**config.mk**
```make
export PLATFORM = sky130hd
export DESIGN_NAME = integer_to_ascii_radix
export DESIGN_NICKNAME = d
export VERILOG_FILES = /design/src/hw/rtl/i2a_pkg.sv /design/src/hw/rtl/integer_to_ascii_radix.sv /design/src/hw/rtl/i2a_cell.sv
export SDC_FILE = /design/constraint.sdc
export NUM_CORES = 1
export LEC_CHECK = 0
export ABC_CLOCK_PERIOD_IN_PS = 4500
export BUFFER_PORTS_ARGS = -buffer_cell sky130_fd_sc_hd__buf_4
export CAP_MARGIN = 25
export CORE_MARGIN = 5
export CORE_UTILIZATION = 45
export CTS_CLUSTER_DIAMETER = 50
export DETAILED_ROUTE_END_ITERATION = 7
export PLACE_DENSITY = 0.66
export SYNTH_ARGS = -nofsm -noshare
export SYNTH_HDL_FRONTEND = slang
export SYNTH_HIERARCHICAL = 1
export SYNTH_SLANG_ARGS = --single-unit
```
**constraint.sdc**
```tcl
create_clock -name clk -period 4.5 [get_ports clk]
set_input_delay 0.45 -clock clk [delete_from_list [all_inputs] [get_ports clk]]
set_output_delay 0.45 -clock clk [all_outputs]
set_load 0.02 [all_outputs]
```
**src/hw/rtl/i2a_pkg.sv**
```systemverilog
package i2a_pkg;

  localparam int NUM_CELLS = 22;
  localparam int DIG_W     = 4;
  localparam int VAL_W     = 64;
  localparam int CNT_W     = $clog2(VAL_W);
  localparam int REM_W     = $clog2(NUM_CELLS + 1);

  localparam logic [1:0] FUNC_DEC    = 2'd0;
  localparam logic [1:0] FUNC_OCT    = 2'd1;
  localparam logic [1:0] FUNC_HEX_LO = 2'd2;
  localparam logic [1:0] FUNC_HEX_UP = 2'd3;

  localparam logic [1:0] SIZE_INT  = 2'd0;
  localparam logic [1:0] SIZE_LONG = 2'd1;

  localparam logic [6:0] CHAR_MINUS  = 7'h2D;
  localparam logic [6:0] CHAR_ZERO   = 7'h30;
  localparam logic [6:0] CHAR_LO_A   = 7'h61;
  localparam logic [6:0] CHAR_UP_A   = 7'h41;

  // Register index of long_is_wide
  localparam logic REG_LONG_IS_WIDE = 1'b0;

  typedef enum logic [1:0] {
    OP_HOLD   = 2'd0,
    OP_LOAD   = 2'd1,
    OP_DABBLE = 2'd2,
    OP_SHIFT  = 2'd3
  } cell_op_t;

  typedef enum logic [4:0] {
    S_IDLE = 5'b00001,
    S_CONV = 5'b00010,
    S_SKIP = 5'b00100,
    S_SIGN = 5'b01000,
    S_EMIT = 5'b10000
  } state_t;

  function automatic logic [6:0] digit_char(input logic [DIG_W-1:0] d, input logic upper);
    logic [6:0] base;
    begin
      base = upper ? CHAR_UP_A : CHAR_LO_A;
      if (d < 4'd10) digit_char = CHAR_ZERO + {3'b000, d};
      else digit_char = base + {3'b000, d - 4'd10};
    end
  endfunction

endpackage

```
**src/hw/rtl/integer_to_ascii_radix.sv**
```systemverilog
// Channel   Direction  Handshake          Payload
// in_       input      in_valid/in_stall  func, operand_value, size_sel, as_unsigned
// out_      output     out_valid/out_stall char_out, last_char
// cfg       APB        psel/penable       long_is_wide at byte address 0
//
// One request at a time. Decimal: a load, then double-dabble shifts through the
// digit cell row, then leading-zero skip and emission; octal/hex load the cells directly.
// Skip shifts out leading zero digits, keeping at least one; emission gives one character per
// cycle while out_stall is low, after a minus sign for a negative decimal value.
// Synchronous active-low reset returns to idle, empties the output register and sets
// long_is_wide to 1. out_stall freezes emission; in_stall is high while a request is busy.
module integer_to_ascii_radix import i2a_pkg::*; (
  input  logic        clk,
  input  logic        rst_n,
  input  logic        in_valid,
  output logic        in_stall,
  input  logic [1:0]  in_func,
  input  logic [63:0] in_operand_value,
  input  logic [1:0]  in_size_sel,
  input  logic        in_as_unsigned,
  output logic        out_valid,
  input  logic        out_stall,
  output logic [6:0]  out_char_out,
  output logic        out_last_char,
  input  logic        psel,
  input  logic        penable,
  input  logic        pwrite,
  input  logic [2:0]  paddr,
  input  logic [31:0] pwdata,
  output logic [31:0] prdata,
  output logic        pready
);

  state_t            state_r, state_nxt;
  logic              long_is_wide_r;
  logic [1:0]        func_r;
  logic              neg_r, neg_nxt;
  logic [VAL_W-1:0]  mag_r, mag_nxt;
  logic [CNT_W-1:0]  cnt_r, cnt_nxt;
  logic [REM_W-1:0]  rem_r, rem_nxt;
  logic              out_valid_r, out_valid_nxt;
  logic [6:0]        out_char_r, out_char_nxt;
  logic              out_last_r, out_last_nxt;

  cell_op_t          op;
  logic              accept;
  logic              slot_free;
  logic              wide;
  logic [VAL_W-1:0]  val;
  logic [VAL_W+1:0]  val_ext;
  logic [DIG_W-1:0]  load_dig [NUM_CELLS];
  logic [DIG_W-1:0]  dig_q    [NUM_CELLS];
  logic              carry    [NUM_CELLS+1];
  logic [DIG_W-1:0]  top_dig;

  assign pready = 1'b1;
  assign prdata = {31'b0, long_is_wide_r};

  always_ff @(posedge clk) begin
    if (!rst_n) begin
      long_is_wide_r <= 1'b1;
    end else if (psel && penable && pwrite && paddr[2] == REG_LONG_IS_WIDE) begin
      long_is_wide_r <= pwdata[0];
    end
  end

  assign in_stall  = (state_r != S_IDLE);
  assign accept    = in_valid && (state_r == S_IDLE);
  assign slot_free = !out_valid_r || !out_stall;

  always_comb begin
    if (in_size_sel == SIZE_INT) wide = 1'b0;
    else if (in_size_sel == SIZE_LONG) wide = long_is_wide_r;
    else wide = 1'b1;
  end

  assign val     = wide ? in_operand_value : {32'b0, in_operand_value[31:0]};
  assign val_ext = {2'b00, val};

  always_comb begin
    for (int i = 0; i < NUM_CELLS; i++) begin
      if (in_func == FUNC_DEC) load_dig[i] = '0;
      else if (in_func == FUNC_OCT) load_dig[i] = {1'b0, val_ext[3*i +: 3]};
      else if (i < VAL_W / DIG_W) load_dig[i] = val[DIG_W*i +: DIG_W];
      else load_dig[i] = '0;
    end
  end

  assign carry[0] = mag_r[VAL_W-1];

  genvar g;
  generate
    for (g = 0; g < NUM_CELLS; g++) begin : g_cell
      i2a_cell u_cell (
        .clk        (clk),
        .op         (op),
        .load_digit (load_dig[g]),
        .bit_in     (carry[g]),
        .digit_in   ((g == 0) ? {DIG_W{1'b0}} : dig_q[(g == 0) ? 0 : g-1]),
        .bit_out    (carry[g+1]),
        .digit_q    (dig_q[g])
      );
    end
  endgenerate

  assign top_dig = dig_q[NUM_CELLS-1];

  always_comb begin
    state_nxt     = state_r;
    op            = OP_HOLD;
    neg_nxt       = neg_r;
    mag_nxt       = mag_r;
    cnt_nxt       = cnt_r;
    rem_nxt       = rem_r;
    out_valid_nxt = out_valid_r && out_stall;
    out_char_nxt  = out_char_r;
    out_last_nxt  = out_last_r;
    unique case (state_r)
      S_IDLE: begin
        if (accept) begin
          op      = OP_LOAD;
          rem_nxt = REM_W'(NUM_CELLS);
          cnt_nxt = '1;
          neg_nxt = 1'b0;
          mag_nxt = val;
          if (in_func == FUNC_DEC && !in_as_unsigned) begin
            if (wide) begin
              neg_nxt = val[VAL_W-1];
              if (val[VAL_W-1]) mag_nxt = -val;
            end else begin
              neg_nxt = val[31];
              if (val[31]) mag_nxt = {32'b0, -val[31:0]};
            end
          end
          state_nxt = (in_func == FUNC_DEC) ? S_CONV : S_SKIP;
        end
      end
      S_CONV: begin
        op      = OP_DABBLE;
        mag_nxt = {mag_r[VAL_W-2:0], 1'b0};
        cnt_nxt = cnt_r - 1'b1;
        if (cnt_r == '0) state_nxt = S_SKIP;
      end
      S_SKIP: begin
        if (top_dig == '0 && rem_r != REM_W'(1)) begin
          op      = OP_SHIFT;
          rem_nxt = rem_r - 1'b1;
        end else begin
          state_nxt = neg_r ? S_SIGN : S_EMIT;
        end
      end
      S_SIGN: begin
        if (slot_free) begin
          out_valid_nxt = 1'b1;
          out_char_nxt  = CHAR_MINUS;
          out_last_nxt  = 1'b0;
          state_nxt     = S_EMIT;
        end
      end
      S_EMIT: begin
        if (slot_free) begin
          op            = OP_SHIFT;
          out_valid_nxt = 1'b1;
          out_char_nxt  = digit_char(top_dig, func_r == FUNC_HEX_UP);
          out_last_nxt  = (rem_r == REM_W'(1));
          rem_nxt       = rem_r - 1'b1;
          if (rem_r == REM_W'(1)) state_nxt = S_IDLE;
        end
      end
      default: state_nxt = S_IDLE;
    endcase
  end

  always_ff @(posedge clk) begin
    if (!rst_n) begin
      state_r     <= S_IDLE;
      out_valid_r <= 1'b0;
    end else begin
      state_r     <= state_nxt;
      out_valid_r <= out_valid_nxt;
    end
  end

  always_ff @(posedge clk) begin
    if (accept) func_r <= in_func;
    neg_r      <= neg_nxt;
    mag_r      <= mag_nxt;
    cnt_r      <= cnt_nxt;
    rem_r      <= rem_nxt;
    out_char_r <= out_char_nxt;
    out_last_r <= out_last_nxt;
  end

  assign out_valid     = out_valid_r;
  assign out_char_out  = out_char_r;
  assign out_last_char = out_last_r;

endmodule

```
**src/hw/rtl/i2a_cell.sv**
```systemverilog
module i2a_cell import i2a_pkg::*; (
  input  logic             clk,
  input  cell_op_t         op,
  input  logic [DIG_W-1:0] load_digit,
  input  logic             bit_in,
  input  logic [DIG_W-1:0] digit_in,
  output logic             bit_out,
  output logic [DIG_W-1:0] digit_q
);

  logic [DIG_W-1:0] digit_r;
  logic [DIG_W-1:0] digit_nxt;
  logic [DIG_W-1:0] adj;

  // add-3 correction before the doubling shift
  assign adj     = (digit_r >= 4'd5) ? digit_r + 4'd3 : digit_r;
  assign bit_out = adj[DIG_W-1];
  assign digit_q = digit_r;

  always_comb begin
    case (op)
      OP_LOAD:   digit_nxt = load_digit;
      OP_DABBLE: digit_nxt = {adj[DIG_W-2:0], bit_in};
      OP_SHIFT:  digit_nxt = digit_in;
      default:   digit_nxt = digit_r;
    endcase
  end

  always_ff @(posedge clk) begin
    digit_r <= digit_nxt;
  end

endmodule
```
Word-level counts from Yosys, hierarchy flattened. Cells that the tools add are included.

Input bits: 111. Logic and storage cells: 258. Output and inout bits: 43. Memory bits (read-only): 0. Memories kept: 0. Register bits: 181. Latch bits: 0. Memory bits (writable): 0.

Reductions and logical operators: 25. Muxes and demuxes: 127. Bitwise gates (word level): 1. Order comparisons: 23. Equality and inequality tests: 21. Add/subtract/negate cells: 29. Divide/modulo/power cells: 0. Shifts and indexed selects: 0. Multiply operators: 0.

Operator list (count): two-way mux 64 bit (6); one-hot mux 4 bit (3 select lines) (22); two-way mux 4 bit (53); one-hot mux 64 bit (2 select lines) (1); >= comparator 4 x 3 -> 1 bit (second input constant) (22); adder 4 x 2 -> 4 bit (second input constant) (21); negation 64 bit (1); two-way mux 5 bit (10); two-way mux 3 bit (12); negation 32 bit (1); one-hot mux 5 bit (5 select lines) (1); two-way mux 7 bit (3); one-hot mux 5 bit (3 select lines) (1); != test 2 bit (second input constant) (7); one-hot mux 7 bit (2 select lines) (1); two-way mux 6 bit (2); one-hot mux 6 bit (2 select lines) (1); == test 5 x 1 -> 1 bit (second input constant) (2); two-way mux 1 bit (10); != test 5 x 1 -> 1 bit (second input constant) (2); one-hot mux 2 bit (4 select lines) (1); adder 6 x 4 -> 7 bit (first input constant) (1); adder 7 x 4 -> 7 bit (1); logical AND 1 bit (7); other kinds (26) (37).

Logic depth before layout (Yosys ltp).
Depth after elaboration: 10. Gate-level depth with buffers: 12. Gate-level depth less buffers: 11.

By module. Netlist, hierarchy kept.

Modules (own cells, without submodules): i2a_cell (instances 22, cells an instance 36, seq. area each 120.1 um2, area each 324.1 um2); integer_to_ascii_radix (instances 1, cells an instance 797, seq. area each 2722.6 um2, area each 6885.4 um2).

Least setup slack after synthesis. Ideal clock, no wire load.

Kind: register to register. Start point: register g_cell[21].u_cell.digit_r[0]. End point: register g_cell[21].u_cell.digit_r[1] (data pin). Data required time: 4241 ps. Path buffers: 0. Arrival time: 4393 ps. Period minus slack after synthesis: 4651 ps. Cell stages (with the launch flop): 11. Setup time: 259 ps. Setup slack: -151 ps. Cell sequence: edfxtp_1 > inv_1 > ha_1 > nor3b_1 > nand4b_1 > nor2_1 > a21oi_1 > nand2_1 > nand2b_2 > nor2_1 > a211o_1.

Longest elaborated chain between the ends: 6. Elaborated cells between the ends (all ways): 11. Those cells by class: 1 x add/sub; 1 x order compare; 3 x eq/ne; 4 x mux; 2 x reduce/logical.

Ends and longest elaborated chain: start, declared (line i2a_cell.sv:11) `logic [DIG_W-1:0] digit_r;`; start signal, assigned (line i2a_cell.sv:30) `digit_r <= digit_nxt;`; zero test 4 bit (*) (line integer_to_ascii_radix.sv:145) `if (top_dig == '0 && rem_r != REM_W'(1)) begin`; logical AND 1 bit (*) (line integer_to_ascii_radix.sv:145); two-way mux 2 bit (*) (line integer_to_ascii_radix.sv:145); one-hot mux 2 bit (4 select lines) (*) (line integer_to_ascii_radix.sv:118) `unique case (state_r)`; via op[0] (line integer_to_ascii_radix.sv:45) `cell_op_t op;`; == test 2 bit or == test 2 x 1 -> 1 bit (tied branches) (line i2a_cell.sv:21) `case (op)`; one-hot mux 4 bit (3 select lines) (*) (line i2a_cell.sv:21); via g_cell[21].u_cell.digit_nxt[1] (line i2a_cell.sv:12) `logic [DIG_W-1:0] digit_nxt;`.

Mark *: on every way through the listed nets, which the timed path passes. The rest lies on a longest branch. A chain may end at the register's enable or synchronous reset.

Worst setup path after layout.
Start point: register rem_r[1]. End point: register g_cell[9].u_cell.digit_r[1] (data pin).

Longest elaborated chain between the ends: 6. Elaborated cells between the ends (all ways): 8. Those cells by class: 4 x eq/ne; 3 x mux; 1 x reduce/logical.

Ends and longest elaborated chain: start, declared (line integer_to_ascii_radix.sv:40) `logic [REM_W-1:0] rem_r, rem_nxt;`; start signal, assigned (line integer_to_ascii_radix.sv:189) `rem_r <= rem_nxt;`; != test 5 x 1 -> 1 bit (*) (line integer_to_ascii_radix.sv:145); logical AND 1 bit (*) (line integer_to_ascii_radix.sv:145); two-way mux 2 bit (*) (line integer_to_ascii_radix.sv:145); one-hot mux 2 bit (4 select lines) (*) (line integer_to_ascii_radix.sv:118); via op[1] (line integer_to_ascii_radix.sv:45); == test 2 bit or == test 2 x 1 -> 1 bit (tied branches) (line i2a_cell.sv:21); one-hot mux 4 bit (3 select lines) (*) (line i2a_cell.sv:21); via g_cell[9].u_cell.digit_nxt[1] (line i2a_cell.sv:12); end signal, assigned (line i2a_cell.sv:30); end, declared (line i2a_cell.sv:11).

Marks and branches as above.

==> flow_summary_export.csv <==
group,metric,value,unit
drt,drt_first_pass_iters,5,
floorplanning,die_width,186,um
synth,ys_warn_count,6,
global_route,globalRouteOverflowTotal,0,
floorplanning,coreArea,0.0307,mm^2
floorplanning,start_util,0.456,
worst_setup_path,critPathMaxFanout,110,
worst_setup_path,required,4.69,ns
drt,drt-met1-wl,15.5,mm
cts,cts_buffers,17,
timing,maxSlewHeadroom,0.339,
timing,drv_slew,0,
timing,finalCritPeriodShare,0.710,
worst_setup_path,crit_chain,"inv_1 -> ha_1 -> nor4b_1 -> nor2_1 -> a21oi_1 -> nand2_4 -> buf_12 -> nand3_1 -> o21ai_0 -> a211o_1",
timing,worst_slack,1.30,ns
timing,fmax,313,MHz
worst_setup_path,start_kind,"flip-flop",
pwr,swShare,0.331,
cts,clkTransAtPathRegs,0.07,ns
synth,avgSynthCellArea,8.83,um^2
global_route,first_global_vias,11000,
final_layout,drive_gt1_frac,0.158,
drt,highest_layer,"met4",
synth,syn_area,0.0140,mm^2
outcome,outcome,"completed",
drt,wl_met3,1.95,mm
worst_setup_path,critical_path_class,"flip-flop to flip-flop",
final_layout,n_fill_cell,2900,
pwr,power_density,392,mW/mm^2
pwr,pwr-share-seq,0.418,
synth,syn_inst,1585,
cts,cts_setup_buffers,0,
cts,cts_max_level,4,
final_layout,nNetsFinal,1805,
drt,avgRoutedWirePerCell,16.9,um
cts,cts-root-buf,"clkbuf_16",
floorplanning,die_h,186,um
cts,cts.sinks,181,
placed_design,place_congestion,0.859,
pwr,comb_power_share,0.297,
pwr,peakVddDrop,280,uV
final_layout,area_growth_syn_to_layout,11.2,%
timing,finalHoldViolCount,0,
timing,tightestPinTransition,0.989,ns
timing,fin_crit,3.20,ns
placed_design,io_buffer_count,88,
timing,tns,0,ns
global_route,antenna_found_initial,0,
pwr,p_int,4.08,mW
cts,hold_buffers,0,
global_route,grt_max_degree,111,
job,maxCapViolations,0,
drt,routed_wl,34.7,mm
floorplanning,die_area,0.0347,mm^2
drt,drc,0,
worst_hold_path,hold_class,"input port to flip-flop",
pwr,net-switching-power,2.02,mW
timing,setup_violations,0,
cts,cts_buffer_depth,2,
cts,ctsResizeCount,0,
drt,wl_met2,16.8,mm
global_route,grt_use_total,0.193,
worst_setup_path,slowest_delay,0.49,ns
drt,vias_per_cell,5.66,
placed_design,dp_slack,1.28,ns
timing,fin_skew,0.0102,ns
drt,vias,11600,
global_route,grt_first_pass_wirelength,56.3,mm
drt,drt_iter0_drc,953,
floorplanning,pin_count,154,
drt,drt.antenna.violating_nets,0,
pwr,p_clk_frac,0.285,
worst_setup_path,end_kind,"flip-flop",
worst_setup_path,cpMaxStageDelayCell,"nor4b_1",
cts,worstSkewPairLatency,0.44,ns
pwr,p_leak,5.86,nW
floorplanning,rows,64,
cts,cts_tree,"yes",
final_layout,n_antenna_cell,0,
placed_design,dpl.hpwl,24.4,mm
timing,rsz0062_at_grt,"false",
worst_setup_path,crit_arrival,3.39,ns
==> power groups by stage <==
stage / Clock [mW] / Combinational, mW / Sequential, mW
after floorplan: 0 / 1.41 / 2.52
after global placement: 0 / 1.76 / 2.57
after detailed placement: 0 / 1.81 / 2.58
after CTS: 1.77 / 1.81 / 2.55
after global routing: 1.84 / 2.02 / 2.60
final: 1.74 / 1.81 / 2.55
==> routing by layer <==
| layer | global-route usage | vias up |
|---|---|---|
| li1 | - | 5756 |
| met1 | 0.257 | 5519 |
| met2 | 0.330 | 301 |
| met3 | 0.0306 | 35 |
| met4 | 0.0446 | 0 |
| met5 | 0 | - |
==> cells in the final DEF (no fill, tap or decap), drive strengths merged, types with 44 or more instances in the layout <==
cell      n
a21oi   103
buf     106
conb     44
edfxtp  174
ha       53
inv      88
mux2     44
nand2   171
nand2b   70
nor2    125
nor3     49
o21ai   189
==> final timing paths <==
check	startpoint	end	slack [ns]	cells after the start
setup / recovery	rem_r[1]	g_cell[9].u_cell/digit_q[1]	1.30	10
hold / removal	rst_n	long_is_wide_r	0.22	2
setup reg to reg	rem_r[1]	g_cell[9].u_cell/digit_q[1]	1.30	10
hold reg to reg	mag_r[8]	mag_r[9]	0.52	2
==> stage by stage <==
stage	instance area [um^2]	power (mW)	utilization	cells	hold slack, ns
finish	15600	6.10	0.508	2050	0.225
global route	15600	6.46	0.508	2050	0.225
CTS	15600	6.13	0.508	2050	0.207
detailed placement	14900	4.39	0.486	2018	0.509
global placement	14900	4.33	0.486	2018	0.500
floorplan	14200	3.93	-	1627	0.491
==> cell type report <==
cell class                 count  area (um^2)  share of cell area
multi-input combinational   1251         7870               0.506
sequential                   181         5370               0.345
timing repair buffer         106          846              0.0543
tap                          396          495              0.0318
clock buffer                  18          429              0.0276
inverter                      84          315              0.0203
clock inverter                14          244              0.0157
==> state kept, by name, indices dropped and copies added (netlist names) <==
signal	cells
out_valid	1
mag_r	64
neg_r	1
func_r	2
out_char_out	7
out_last_char	1
state_r	5
cnt_r	6
g_cell.u_cell/digit_q	88
long_is_wide_r	1
rem_r	5
==> worst max-delay path, delay by kind of cell, from the launching register on <==
| family | cells | cell delay, ns |
|---|---|---|
| compound gates | 3 | 0.86 |
| fa+ha+maj | 1 | 0.15 |
| flops | 1 | 0.39 |
| simple gates | 4 | 1.07 |
| buf+inv | 2 | 0.37 |
Note: power is estimated with default switching activity, not from simulation.
